[config.mk]
export PLATFORM = sky130hd
export DESIGN_NAME = pid_speed_regulator_ff_top
export DESIGN_NICKNAME = d
export VERILOG_FILES = /design/src/pidff_pkg.sv /design/src/pidff_mdu.sv /design/src/pid_speed_regulator_ff_top.sv
export VERILOG_INCLUDE_DIRS = /design/src /design/src/src
export SDC_FILE = /design/constraint.sdc
export NUM_CORES = 2
export LEC_CHECK = 0
export ABC_CLOCK_PERIOD_IN_PS = 6000
export BUFFER_PORTS_ARGS = -buffer_cell sky130_fd_sc_hd__buf_4
export CORE_ASPECT_RATIO = 2
export CORE_MARGIN = 2
export CORE_UTILIZATION = 45
export CTS_CLUSTER_SIZE = 10
export DETAILED_ROUTE_END_ITERATION = 16
export HOLD_SLACK_MARGIN = 0.03
export PLACE_DENSITY = 0.61
export SYNTH_ARGS = -nofsm -noshare
export SYNTH_HDL_FRONTEND = slang
export SYNTH_SLANG_ARGS = --single-unit
export TNS_END_PERCENT = 10
[constraint.sdc]
create_clock -name clk -period 6 [get_ports clk]
set_input_delay 1.2 -clock clk [delete_from_list [all_inputs] [get_ports clk]]
set_output_delay 1.2 -clock clk [all_outputs]
set_load 0.02 [all_outputs]
[src/pid_speed_regulator_ff_top_assert.svh]
// assertion shorthands for the speed regulator
`ifndef PID_SPEED_REGULATOR_FF_TOP_ASSERT_SVH
`define PID_SPEED_REGULATOR_FF_TOP_ASSERT_SVH

// same-cycle implication, checked out of reset
`define PIDFF_ASSERT_IMPL(lbl, ante, cons, msg) \
	lbl: assert property (@(posedge clk) disable iff (!arst_n) (ante) |-> (cons)) \
		else $error(msg);

// next-cycle implication, checked out of reset
`define PIDFF_ASSERT_NEXT(lbl, ante, cons, msg) \
	lbl: assert property (@(posedge clk) disable iff (!arst_n) (ante) |=> (cons)) \
		else $error(msg);

`endif

[src/pidff_pkg.sv]
package pidff_pkg;

	// shared multiply/divide unit widths
	localparam int MDU_W     = 72;
	localparam int MDU_AW    = 48;
	localparam int MDU_BW    = 24;
	localparam int MUL_STEPS = 24;
	localparam int DIV_STEPS = 72;
	localparam int CNT_W     = 7;

	// fixed scale factors
	localparam logic [15:0] DT_DEFAULT  = 16'd50;
	localparam logic [23:0] MS_PER_S    = 24'd1000;
	localparam logic [23:0] DERIV_SCALE = 24'd256000;

	typedef enum logic {
		MDU_MUL,
		MDU_DIV
	} mdu_op_t;

	typedef struct packed {
		logic    start;
		mdu_op_t op;
	} mdu_req_t;

	typedef enum logic [2:0] {
		CFG_TARGET_RPM = 3'd0,
		CFG_GAIN_P     = 3'd1,
		CFG_GAIN_I     = 3'd2,
		CFG_GAIN_D     = 3'd3,
		CFG_GAIN_FF    = 3'd4,
		CFG_PWM_LOW    = 3'd5,
		CFG_PWM_HIGH   = 3'd6,
		CFG_TAU_MS     = 3'd7
	} cfg_idx_t;

	typedef enum logic [3:0] {
		ST_IDLE,
		ST_EI_MUL,
		ST_P_MUL,
		ST_FF_MUL,
		ST_I_MUL,
		ST_I_DIV,
		ST_I_CMP,
		ST_BC_MUL,
		ST_BC_DIV,
		ST_RAW_MUL,
		ST_RAW_DIV,
		ST_F_MUL,
		ST_F_DIV,
		ST_D_MUL,
		ST_SUM,
		ST_OUT
	} seq_state_t;

endpackage

[src/pidff_mdu.sv]
module pidff_mdu (
	input  logic                            clk,
	input  logic                            arst_n,
	input  pidff_pkg::mdu_req_t             req,
	input  logic [pidff_pkg::MDU_W-1:0]     a,
	input  logic [pidff_pkg::MDU_BW-1:0]    b,
	output logic                            done,
	output logic [pidff_pkg::MDU_W-1:0]     result
);

	logic                            busy_q;
	logic                            done_q;
	logic [pidff_pkg::CNT_W-1:0]     cnt_q;
	pidff_pkg::mdu_op_t              op_q;
	logic [pidff_pkg::MDU_W-1:0]     sh_q;
	logic [pidff_pkg::MDU_AW-1:0]    opd_q;
	logic [pidff_pkg::MDU_BW-1:0]    rem_q;

	logic [pidff_pkg::MDU_AW:0]      msum;
	logic [pidff_pkg::MDU_BW:0]      r2;
	logic [pidff_pkg::MDU_BW:0]      rdiff;
	logic                            ge;

	// one multiplier bit: add multiplicand into the high half, shift right
	assign msum = {1'b0, sh_q[pidff_pkg::MDU_W-1:pidff_pkg::MDU_BW]}
		+ (sh_q[0] ? {1'b0, opd_q} : '0);

	// one quotient bit: restoring compare and subtract
	assign r2    = {rem_q, sh_q[pidff_pkg::MDU_W-1]};
	assign rdiff = r2 - {1'b0, opd_q[pidff_pkg::MDU_BW-1:0]};
	assign ge    = (r2 >= {1'b0, opd_q[pidff_pkg::MDU_BW-1:0]});

	// control
	always_ff @(posedge clk or negedge arst_n) begin
		if (!arst_n) begin
			busy_q <= 1'b0;
			done_q <= 1'b0;
			cnt_q  <= '0;
		end else begin
			done_q <= 1'b0;
			if (req.start) begin
				busy_q <= 1'b1;
				cnt_q  <= (req.op == pidff_pkg::MDU_MUL)
					? pidff_pkg::CNT_W'(pidff_pkg::MUL_STEPS - 1)
					: pidff_pkg::CNT_W'(pidff_pkg::DIV_STEPS - 1);
			end else if (busy_q) begin
				if (cnt_q == '0) begin
					busy_q <= 1'b0;
					done_q <= 1'b1;
				end else begin
					cnt_q <= cnt_q - 1'b1;
				end
			end
		end
	end

	// datapath
	always_ff @(posedge clk) begin
		if (req.start) begin
			op_q  <= req.op;
			rem_q <= '0;
			if (req.op == pidff_pkg::MDU_MUL) begin
				sh_q  <= {{(pidff_pkg::MDU_W - pidff_pkg::MDU_BW){1'b0}}, b};
				opd_q <= a[pidff_pkg::MDU_AW-1:0];
			end else begin
				sh_q  <= a;
				opd_q <= {{(pidff_pkg::MDU_AW - pidff_pkg::MDU_BW){1'b0}}, b};
			end
		end else if (busy_q) begin
			if (op_q == pidff_pkg::MDU_MUL) begin
				sh_q <= {msum, sh_q[pidff_pkg::MDU_BW-1:1]};
			end else begin
				sh_q  <= {sh_q[pidff_pkg::MDU_W-2:0], ge};
				rem_q <= ge ? rdiff[pidff_pkg::MDU_BW-1:0] : r2[pidff_pkg::MDU_BW-1:0];
			end
		end
	end

	assign done   = done_q;
	assign result = sh_q;

endmodule

[src/pid_speed_regulator_ff_top.sv]
// PID speed regulator with feed-forward and back-calculation anti-windup.
// Each transfer on the input stream brings a measured speed and the elapsed
// milliseconds (0 means 50 ms) and yields one duty value with two flags.
// All products and quotients go through one shared unit that handles a
// multiplier bit or a quotient bit per cycle. With gain_i at zero the integral
// steps are skipped; otherwise the integral product is divided and compared
// with its headroom, and when it is limited a back-calculation multiply and
// divide follow. The next item is taken while the previous result still waits
// at the output register. Write configuration only while no item is in flight.
`include "pid_speed_regulator_ff_top_assert.svh"

module pid_speed_regulator_ff_top (
	input  logic        clk,
	input  logic        arst_n,
	// configuration write channel
	input  logic        cfg_valid,
	output logic        cfg_ready,
	input  logic [2:0]  cfg_index,
	input  logic [23:0] cfg_data,
	// input stream
	input  logic        s_axis_tvalid,
	output logic        s_axis_tready,
	input  logic [31:0] s_axis_tdata,  // measured_rpm[15:0], elapsed_ms[31:16]
	// result stream
	output logic        m_axis_tvalid,
	input  logic        m_axis_tready,
	output logic [15:0] m_axis_tdata   // pwm_duty[7:0], integral_clamped[8],
	                                   // output_saturated[9], zero fill
);

	// configuration registers
	logic [14:0] target_q;
	logic [23:0] gain_p_q, gain_i_q, gain_d_q, gain_ff_q;
	logic [7:0]  pwm_low_q, pwm_high_q;
	logic [15:0] tau_q;

	// controller state and per-item terms
	pidff_pkg::seq_state_t st_q, st_d;
	logic signed [17:0] e_q, prev_q;
	logic [15:0]        dt_q;
	logic signed [47:0] ei_q;
	logic signed [39:0] f_q, raw_q;
	logic signed [51:0] p_q, pf_q, iterm_q, dterm_q, sum_q;
	logic               iclamp_q;
	logic               issued_q;

	// result register
	logic       m_valid_q;
	logic [7:0] duty_q;
	logic       iclamp_out_q, osat_q;

	// shared unit
	pidff_pkg::mdu_req_t mdu_req;
	logic [71:0]         mdu_a;
	logic [23:0]         mdu_b;
	logic                mdu_done;
	logic [71:0]         res;

	logic               in_xfer, out_free;
	logic               op_state;
	logic signed [15:0] meas;
	logic signed [17:0] e_in;
	logic [16:0]        e_mag;
	logic signed [18:0] diff;
	logic [17:0]        diff_mag;
	logic [47:0]        ei_mag, it_mag;
	logic signed [40:0] t;
	logic [39:0]        t_mag, f_mag;
	logic signed [49:0] ei_term, ei_sum;
	logic [47:0]        ei_sat;
	logic               ibig, bcpos_big, bcneg_big, dbig;
	logic [47:0]        imag, dmag;
	logic signed [51:0] hi_lim, lo_lim, maxi, mini, sum1;
	logic               icmp_hi, icmp_lo, osat1;

	assign cfg_ready     = 1'b1;
	assign s_axis_tready = (st_q == pidff_pkg::ST_IDLE);
	assign in_xfer       = s_axis_tvalid && s_axis_tready;
	assign out_free      = !m_valid_q || m_axis_tready;

	// configuration writes
	always_ff @(posedge clk or negedge arst_n) begin
		if (!arst_n) begin
			target_q   <= '0;
			gain_p_q   <= '0;
			gain_i_q   <= '0;
			gain_d_q   <= '0;
			gain_ff_q  <= '0;
			pwm_low_q  <= '0;
			pwm_high_q <= 8'd255;
			tau_q      <= 16'd20;
		end else if (cfg_valid && cfg_ready) begin
			unique case (cfg_index)
				pidff_pkg::CFG_TARGET_RPM: target_q   <= cfg_data[14:0];
				pidff_pkg::CFG_GAIN_P:     gain_p_q   <= cfg_data;
				pidff_pkg::CFG_GAIN_I:     gain_i_q   <= cfg_data;
				pidff_pkg::CFG_GAIN_D:     gain_d_q   <= cfg_data;
				pidff_pkg::CFG_GAIN_FF:    gain_ff_q  <= cfg_data;
				pidff_pkg::CFG_PWM_LOW:    pwm_low_q  <= cfg_data[7:0];
				pidff_pkg::CFG_PWM_HIGH:   pwm_high_q <= cfg_data[7:0];
				pidff_pkg::CFG_TAU_MS:     tau_q      <= cfg_data[15:0];
			endcase
		end
	end

	// error of the incoming sample
	assign meas = $signed(s_axis_tdata[15:0]);
	assign e_in = $signed({3'b000, target_q}) - $signed({{2{meas[15]}}, meas});

	// magnitudes of the signed terms
	assign e_mag    = e_q[17] ? 17'(~e_q + 18'd1) : e_q[16:0];
	assign diff     = $signed({e_q[17], e_q}) - $signed({prev_q[17], prev_q});
	assign diff_mag = diff[18] ? 18'(~diff + 19'd1) : diff[17:0];
	assign ei_mag   = ei_q[47] ? (~ei_q + 48'd1) : ei_q;
	assign it_mag   = iterm_q[51] ? 48'(~iterm_q + 52'd1) : iterm_q[47:0];
	assign t        = $signed({raw_q[39], raw_q}) - $signed({f_q[39], f_q});
	assign t_mag    = t[40] ? 40'(~t + 41'd1) : t[39:0];
	assign f_mag    = f_q[39] ? (~f_q + 40'd1) : f_q;

	// accumulator update, saturated to 48 bits
	assign ei_term = e_q[17] ? -$signed({17'b0, res[32:0]}) : $signed({17'b0, res[32:0]});
	assign ei_sum  = $signed({{2{ei_q[47]}}, ei_q}) + ei_term;
	assign ei_sat  = (ei_sum[49:47] == 3'b000 || ei_sum[49:47] == 3'b111) ? ei_sum[47:0]
		: (ei_sum[49] ? 48'h8000_0000_0000 : 48'h7FFF_FFFF_FFFF);

	// magnitude limits of the integral, back-calculation and derivative terms
	assign ibig      = (|res[71:48]) || (res[47] && (|res[46:0]));
	assign imag      = ibig ? 48'h8000_0000_0000 : res[47:0];
	assign bcpos_big = |res[71:47];
	assign bcneg_big = ibig;
	assign dbig      = (|res[71:56]) || (res[55] && (|res[54:8]));
	assign dmag      = dbig ? 48'h8000_0000_0000 : res[55:8];

	// headroom for the integral term
	assign hi_lim  = $signed({28'b0, pwm_high_q, 16'b0});
	assign lo_lim  = $signed({28'b0, pwm_low_q, 16'b0});
	assign maxi    = hi_lim - pf_q;
	assign mini    = lo_lim - pf_q;
	assign icmp_hi = iterm_q > maxi;
	assign icmp_lo = iterm_q < mini;

	// output clamp: high first, then low
	assign osat1 = sum_q > hi_lim;
	assign sum1  = osat1 ? hi_lim : sum_q;

	// operand selection for the shared unit
	always_comb begin
		op_state   = 1'b1;
		mdu_req.op = pidff_pkg::MDU_MUL;
		mdu_a      = res;
		mdu_b      = '0;
		unique case (st_q)
			pidff_pkg::ST_EI_MUL: begin
				mdu_a = 72'(e_mag);
				mdu_b = 24'(dt_q);
			end
			pidff_pkg::ST_P_MUL: begin
				mdu_a = 72'(e_mag);
				mdu_b = gain_p_q;
			end
			pidff_pkg::ST_FF_MUL: begin
				mdu_a = 72'(target_q);
				mdu_b = gain_ff_q;
			end
			pidff_pkg::ST_I_MUL: begin
				mdu_a = 72'(ei_mag);
				mdu_b = gain_i_q;
			end
			pidff_pkg::ST_I_DIV: begin
				mdu_req.op = pidff_pkg::MDU_DIV;
				mdu_b      = pidff_pkg::MS_PER_S;
			end
			pidff_pkg::ST_BC_MUL: begin
				mdu_a = 72'(it_mag);
				mdu_b = pidff_pkg::MS_PER_S;
			end
			pidff_pkg::ST_BC_DIV: begin
				mdu_req.op = pidff_pkg::MDU_DIV;
				mdu_b      = gain_i_q;
			end
			pidff_pkg::ST_RAW_MUL: begin
				mdu_a = 72'(diff_mag);
				mdu_b = pidff_pkg::DERIV_SCALE;
			end
			pidff_pkg::ST_RAW_DIV: begin
				mdu_req.op = pidff_pkg::MDU_DIV;
				mdu_b      = 24'(dt_q);
			end
			pidff_pkg::ST_F_MUL: begin
				mdu_a = 72'(t_mag);
				mdu_b = 24'(dt_q);
			end
			pidff_pkg::ST_F_DIV: begin
				mdu_req.op = pidff_pkg::MDU_DIV;
				mdu_b      = 24'({1'b0, tau_q} + {1'b0, dt_q});
			end
			pidff_pkg::ST_D_MUL: begin
				mdu_a = 72'(f_mag);
				mdu_b = gain_d_q;
			end
			default: op_state = 1'b0;
		endcase
		mdu_req.start = op_state && !issued_q;
	end

	pidff_mdu u_mdu (
		.clk    (clk),
		.arst_n (arst_n),
		.req    (mdu_req),
		.a      (mdu_a),
		.b      (mdu_b),
		.done   (mdu_done),
		.result (res)
	);

	// sequencer state register
	always_ff @(posedge clk or negedge arst_n) begin
		if (!arst_n) begin
			st_q <= pidff_pkg::ST_IDLE;
		end else begin
			st_q <= st_d;
		end
	end

	// sequencer next state
	always_comb begin
		st_d = st_q;
		unique case (st_q)
			pidff_pkg::ST_IDLE:    if (in_xfer) st_d = pidff_pkg::ST_EI_MUL;
			pidff_pkg::ST_EI_MUL:  if (mdu_done) st_d = pidff_pkg::ST_P_MUL;
			pidff_pkg::ST_P_MUL:   if (mdu_done) st_d = pidff_pkg::ST_FF_MUL;
			pidff_pkg::ST_FF_MUL: begin
				if (mdu_done) begin
					st_d = (gain_i_q == '0) ? pidff_pkg::ST_RAW_MUL : pidff_pkg::ST_I_MUL;
				end
			end
			pidff_pkg::ST_I_MUL:   if (mdu_done) st_d = pidff_pkg::ST_I_DIV;
			pidff_pkg::ST_I_DIV:   if (mdu_done) st_d = pidff_pkg::ST_I_CMP;
			pidff_pkg::ST_I_CMP: begin
				st_d = (icmp_hi || icmp_lo) ? pidff_pkg::ST_BC_MUL : pidff_pkg::ST_RAW_MUL;
			end
			pidff_pkg::ST_BC_MUL:  if (mdu_done) st_d = pidff_pkg::ST_BC_DIV;
			pidff_pkg::ST_BC_DIV:  if (mdu_done) st_d = pidff_pkg::ST_RAW_MUL;
			pidff_pkg::ST_RAW_MUL: if (mdu_done) st_d = pidff_pkg::ST_RAW_DIV;
			pidff_pkg::ST_RAW_DIV: if (mdu_done) st_d = pidff_pkg::ST_F_MUL;
			pidff_pkg::ST_F_MUL:   if (mdu_done) st_d = pidff_pkg::ST_F_DIV;
			pidff_pkg::ST_F_DIV:   if (mdu_done) st_d = pidff_pkg::ST_D_MUL;
			pidff_pkg::ST_D_MUL:   if (mdu_done) st_d = pidff_pkg::ST_SUM;
			pidff_pkg::ST_SUM:     st_d = pidff_pkg::ST_OUT;
			pidff_pkg::ST_OUT:     if (out_free) st_d = pidff_pkg::ST_IDLE;
		endcase
	end

	// control state: unit handshake, loop state, result valid
	always_ff @(posedge clk or negedge arst_n) begin
		if (!arst_n) begin
			issued_q  <= 1'b0;
			m_valid_q <= 1'b0;
			ei_q      <= '0;
			prev_q    <= '0;
			f_q       <= '0;
		end else begin
			if (mdu_req.start) begin
				issued_q <= 1'b1;
			end else if (mdu_done) begin
				issued_q <= 1'b0;
			end
			if (st_q == pidff_pkg::ST_OUT && out_free) begin
				m_valid_q <= 1'b1;
			end else if (m_axis_tready) begin
				m_valid_q <= 1'b0;
			end
			if (mdu_done && st_q == pidff_pkg::ST_EI_MUL) begin
				ei_q <= ei_sat;
			end
			if (mdu_done && st_q == pidff_pkg::ST_FF_MUL && gain_i_q == '0) begin
				ei_q <= '0;
			end
			if (mdu_done && st_q == pidff_pkg::ST_BC_DIV) begin
				if (iterm_q[51]) begin
					ei_q <= bcneg_big ? 48'h8000_0000_0000 : (~res[47:0] + 48'd1);
				end else begin
					ei_q <= bcpos_big ? 48'h7FFF_FFFF_FFFF : res[47:0];
				end
			end
			if (mdu_done && st_q == pidff_pkg::ST_F_DIV) begin
				f_q <= f_q + (t[40] ? -$signed({1'b0, res[38:0]}) : $signed({1'b0, res[38:0]}));
			end
			if (st_q == pidff_pkg::ST_OUT && out_free) begin
				prev_q <= e_q;
			end
		end
	end

	// per-item terms
	always_ff @(posedge clk) begin
		if (in_xfer) begin
			e_q  <= e_in;
			dt_q <= (s_axis_tdata[31:16] == '0) ? pidff_pkg::DT_DEFAULT : s_axis_tdata[31:16];
		end
		if (mdu_done) begin
			unique case (st_q)
				pidff_pkg::ST_P_MUL: begin
					p_q <= e_q[17] ? -$signed({11'b0, res[40:0]}) : $signed({11'b0, res[40:0]});
				end
				pidff_pkg::ST_FF_MUL: begin
					pf_q     <= p_q + $signed({13'b0, res[38:0]});
					iterm_q  <= '0;
					iclamp_q <= 1'b0;
				end
				pidff_pkg::ST_I_DIV: begin
					iterm_q <= ei_q[47] ? -$signed({4'b0, imag}) : $signed({4'b0, imag});
				end
				pidff_pkg::ST_RAW_DIV: begin
					raw_q <= diff[18] ? -$signed({1'b0, res[38:0]}) : $signed({1'b0, res[38:0]});
				end
				pidff_pkg::ST_D_MUL: begin
					dterm_q <= f_q[39] ? -$signed({4'b0, dmag}) : $signed({4'b0, dmag});
				end
				default: ;
			endcase
		end
		// integral limited to the headroom, upper side first
		if (st_q == pidff_pkg::ST_I_CMP) begin
			if (icmp_hi) begin
				iterm_q  <= maxi;
				iclamp_q <= 1'b1;
			end else if (icmp_lo) begin
				iterm_q  <= mini;
				iclamp_q <= 1'b1;
			end
		end
		if (st_q == pidff_pkg::ST_SUM) begin
			sum_q <= pf_q + iterm_q + dterm_q;
		end
		if (st_q == pidff_pkg::ST_OUT && out_free) begin
			duty_q       <= (sum1 < lo_lim) ? pwm_low_q : sum1[23:16];
			iclamp_out_q <= iclamp_q;
			osat_q       <= osat1 || (sum1 < lo_lim);
		end
	end

	assign m_axis_tvalid = m_valid_q;
	assign m_axis_tdata  = {6'b0, osat_q, iclamp_out_q, duty_q};

	`PIDFF_ASSERT_NEXT(a_accept_starts, in_xfer, st_q == pidff_pkg::ST_EI_MUL, "accepted item did not start")
	`PIDFF_ASSERT_IMPL(a_done_issued, mdu_done, issued_q, "unit finished without a request")
	`PIDFF_ASSERT_IMPL(a_idle_quiet, st_q == pidff_pkg::ST_IDLE, !issued_q, "request pending while idle")

endmodule
==> impl_metrics.env <==
export IMPL_tightest_slew_ns=1.33
export IMPL_synthToLayoutAreaGrowth_pct=18.7
export IMPL_path_class="reg -> reg"
export IMPL_r2r_start="pf_q[8]"
export IMPL_yosysSeqAreaShare_pct=32.1
export IMPL_synth_yosys_warnings=0
export IMPL_port_buffers=75
export IMPL_clock_skew_ns=0.0275
export IMPL_ys_ff_latch=752
export IMPL_clock_latency_ns=0.74
export IMPL_avgRoutedWirePerCell_um=29.9
export IMPL_clk_path_buf_depth=3
export IMPL_finalWirelength_um=294000
export IMPL_period_share_pct=100
export IMPL_crit_arrival_ns=6.62
export IMPL_r2r_cells=26
export IMPL_cts_sinks=752
export IMPL_synth_ff_type="edfxtp_1"
export IMPL_status="complete, but fails checks"
export IMPL_netlist_instances=7244
export IMPL_fin_crit_ns=6.02
export IMPL_cp_top_family="compound AO/OA/AOI/OAI gates"
export IMPL_preCtsSetupSlack_ns=-0.945
export IMPL_grt_max_degree=99
export IMPL_reg2reg_to="iterm_q[6]"
export IMPL_finalHoldViolCount=0
export IMPL_first_pass_iters=8
export IMPL_vias_per_cell=6.33
export IMPL_worstSetupStartpointType="flop"
export IMPL_nets=8483
export IMPL_dr_first_iter_drc_count=5338
export IMPL_synthesis_area_sq_um=63800
export IMPL_grt_pass1_vias=63400
export IMPL_h_tree_depth=3
export IMPL_drc=0
export IMPL_crit_top_cell="buf_4"
export IMPL_cts_tree="yes"
export IMPL_die_x_um=270
export IMPL_path_max_fanout=34
export IMPL_synth_avg_cell_area_sq_um=8.81
export IMPL_synth_edf_count=412
export IMPL_grt_usage_pct=39.6
export IMPL_p_leak_nw=32.5
export IMPL_end_kind="flop"
export IMPL_crit_cells=26
export IMPL_grt_pass1_wl_um=419000
export IMPL_setup_slack_ns=-0.0203
export IMPL_dp_hpwl_um=230000
export IMPL_worst_ep_required_time_ns=6.60
export IMPL_ctsRootBufferMaster="clkbuf_16"
export IMPL_die_h_um=537
export IMPL_timing_setup_tns_ns=-0.0408
export IMPL_slowest_stage="or4_4"
export IMPL_start_util_pct=45.2
export IMPL_die_area_sq_um=145000
export IMPL_place_gp_congestion=1.04
export IMPL_ff2ff_setup_slack_ns=-0.02
export IMPL_fp_coreArea_sq_um=141000
export IMPL_drive_gt1_share_pct=18.8
export IMPL_place_area_sq_um=71700
export IMPL_grt_overflow=0
export IMPL_synthArstFlopShare_pct=35.0
export IMPL_critical_path_max_stage_delay_ns=0.57
export IMPL_cts_made_buffers=88
export IMPL_maxSlewHeadroom_pct=10.8
export IMPL_cap_violations=0
export IMPL_vias=62300
export IMPL_hold_slack_ns=0.429
export IMPL_grt_setup_unrepaired="yes"
export IMPL_drv_slew=0
export IMPL_peakVddDrop_mv=0.263
export IMPL_min_path_type="in -> async"
export IMPL_ys_types=105
export IMPL_final_antenna_net_count=0
export IMPL_postLayoutCellArea_sq_um=75800
export IMPL_timing_fmax_mhz=166
export IMPL_fin_util_pct=53.7
export IMPL_n_fill_cell=13500
export IMPL_rows=195
export IMPL_violations="negative setup slack"
export IMPL_setup_viol=4
export IMPL_critical_path_buf_inv_count=8
export IMPL_io_pins=83
export IMPL_grt_antenna_before_repair=20
export IMPL_clk_pin_slew_ns=0.06
export IMPL_power_density_nw_per_um2=162
## layer usage
| metal | vias up | GRT usage (%) | routed length, um |
|---|---|---|---|
| met1 | 30000 | 38.4 | 94400 |
| li1 | 28100 | - | - |
| met3 | 1299 | 6.52 | 18100 |
| met5 | - | 0 | 128 |
| met4 | 20 | 38.3 | 36500 |
| met2 | 2894 | 70.8 | 145000 |
## through the flow
step / power [mW] / cells
after CTS: 12.3 / 9805
after global placement: 7.00 / 9618
after floorplan: 6.60 / 7249
final: 12.3 / 9842
after global routing: 12.6 / 9834
after detailed placement: 7.04 / 9618
## cell usage after synthesis, drive strengths merged (38+ instances only)
library cell | instances | area share [%]
clkbuf | 321 | 1.9
xnor2 | 442 | 6.1
xor2 | 293 | 4.0
inv | 288 | 1.7
dfrtp | 253 | 9.9
mux2i | 73 | 1.2
a211oi | 59 | 0.72
nor2b | 58 | 0.57
a221oi | 68 | 0.93
nand3 | 128 | 1.0
nor3 | 144 | 1.1
a31oi | 65 | 0.64
ha | 468 | 9.2
fa | 61 | 1.9
nor4 | 80 | 0.82
edfxtp | 412 | 19
o211ai | 38 | 0.45
nand2 | 738 | 4.3
o31ai | 65 | 0.76
and2 | 74 | 0.73
or3 | 65 | 0.64
mux2 | 177 | 3.1
o21a | 73 | 0.86
and3 | 48 | 0.47
nand4 | 75 | 0.75
a21oi | 574 | 4.5
o41ai | 38 | 0.52
o21bai | 49 | 0.58
nand2b | 73 | 0.72
o21ai | 499 | 3.9
nor2 | 476 | 2.8
dfxtp | 77 | 2.4
or2 | 43 | 0.43
buf | 68 | 0.51
a221o | 64 | 1.0
o22ai | 77 | 0.75
a21o | 190 | 2.2
## how the worst max path moves through the flow
stage | slack, ns | end | from
CTS | -0.04 | iterm_q[40] | pf_q[2]
floorplan | 0.04 | f_q[39] | f_q[26]
detailed placement | -0.95 | iterm_q[51] | pf_q[0]
global route | -0.08 | iterm_q[50] | pf_q[8]
finish | -0.02 | iterm_q[6] | pf_q[8]
global placement | -0.92 | iterm_q[51] | pf_q[0]
## flip-flops by register name, summed over array words and instances (netlist names), 15 cells and up
signal / count
u_mdu.result: 72
pf_q: 52
gain_i_q: 24
raw_q: 40
f_q: 40
gain_p_q: 24
target_q: 15
tau_q: 16
sum_q: 52
e_q: 17
p_q: 52
iterm_q: 52
u_mdu.opd_q: 48
gain_ff_q: 24
dterm_q: 52
ei_q: 48
dt_q: 16
prev_q: 17
u_mdu.rem_q: 24
gain_d_q: 24
## worst register-to-register path, stage by stage (launching register included)
cell and delay, ns:
edfxtp_1 0.39, or3_4 0.43, or4_4 0.58, o31ai_4 0.20, buf_4 0.15, a21oi_1 0.08
o21bai_2 0.18, a41oi_2 0.14, buf_4 0.16, buf_4 0.15, nor3_1 0.13, buf_4 0.19
buf_4 0.12, xor2_1 0.07, ha_1 0.37, nand4_1 0.12, nor2_2 0.14, and4_4 0.27
nand4_1 0.20, o211ai_1 0.50, a311o_2 0.41, a211oi_4 0.11, buf_12 0.17, buf_12 0.13
buf_16 0.16, a221oi_1 0.27, a21oi_1 0.07
## area by class of cell
type                            count  area, sq um  area share (%)
Sequential cell                   752        20500            27.1
Multi-Input combinational cell   5818        41700            55.1
Clock inverter                     11          108           0.142
Clock buffer                      151         2530            3.34
Timing Repair Buffer              940         7420            9.79
Inverter                          290         1100            1.45
Tap cell                         1871         2340            3.09
Antenna cell                        9         22.5          0.0297
## layout by cell type (no fill, tap or decap), types with 38 or more instances in the layout
master,netlist,final
fa_1,61,60
dfrtp_1,253,251
a221o_1,64,64
a31oi_1,65,62
xor2_1,293,288
o21ai_0,492,483
o21bai_1,49,46
mux2i_1,72,70
and3_1,48,41
xnor2_1,441,433
a21o_1,189,189
mux2_2,177,176
o211ai_1,38,38
nand2_1,737,727
nor4_1,78,71
and2_1,73,72
nor3_1,143,128
nand2b_1,73,71
edfxtp_1,412,412
or3_1,65,61
nand4_1,74,74
a221oi_1,68,63
a21oi_1,573,556
a211oi_1,56,53
inv_1,288,285
nor2_1,476,454
nor2b_1,58,56
o31ai_1,65,59
dfxtp_1,77,76
nand3_1,128,121
clkbuf_1,321,56
o22ai_1,77,77
ha_1,468,466
o21a_1,73,73
clkbuf_16,0,92
buf_4,11,903
## report_power, final
group          total, mW  switching [mW]  internal, mW  leakage [nW]
logic               1.16           0.597         0.559          23.5
clock network       5.27            2.41          2.86          1.27
registers           5.84           0.193          5.65          7.75
total               12.3            3.20          9.07          32.5
## cells by family after synthesis
logic type	share of synthesized area [%]
other	0.0118
muxes	4.27
xor gates and xnor gates	10.1
adders and majority gates	11.1
AOI/OAI and AO/OA	22.5
DFF	32.1
and+or+nand+nor	15.8
buffers and inverters	4.10
## repair_timing
action	in CTS	in global routing
resized for setup	86	120
cloned	1	3
endpoints found under the hold margin	0	0
setup buffers	25	24
pin swaps	32	55
endpoints found under the setup margin	118	117
hold buffers	0	0
No activity file was read; power rests on OpenSTA's default activity.
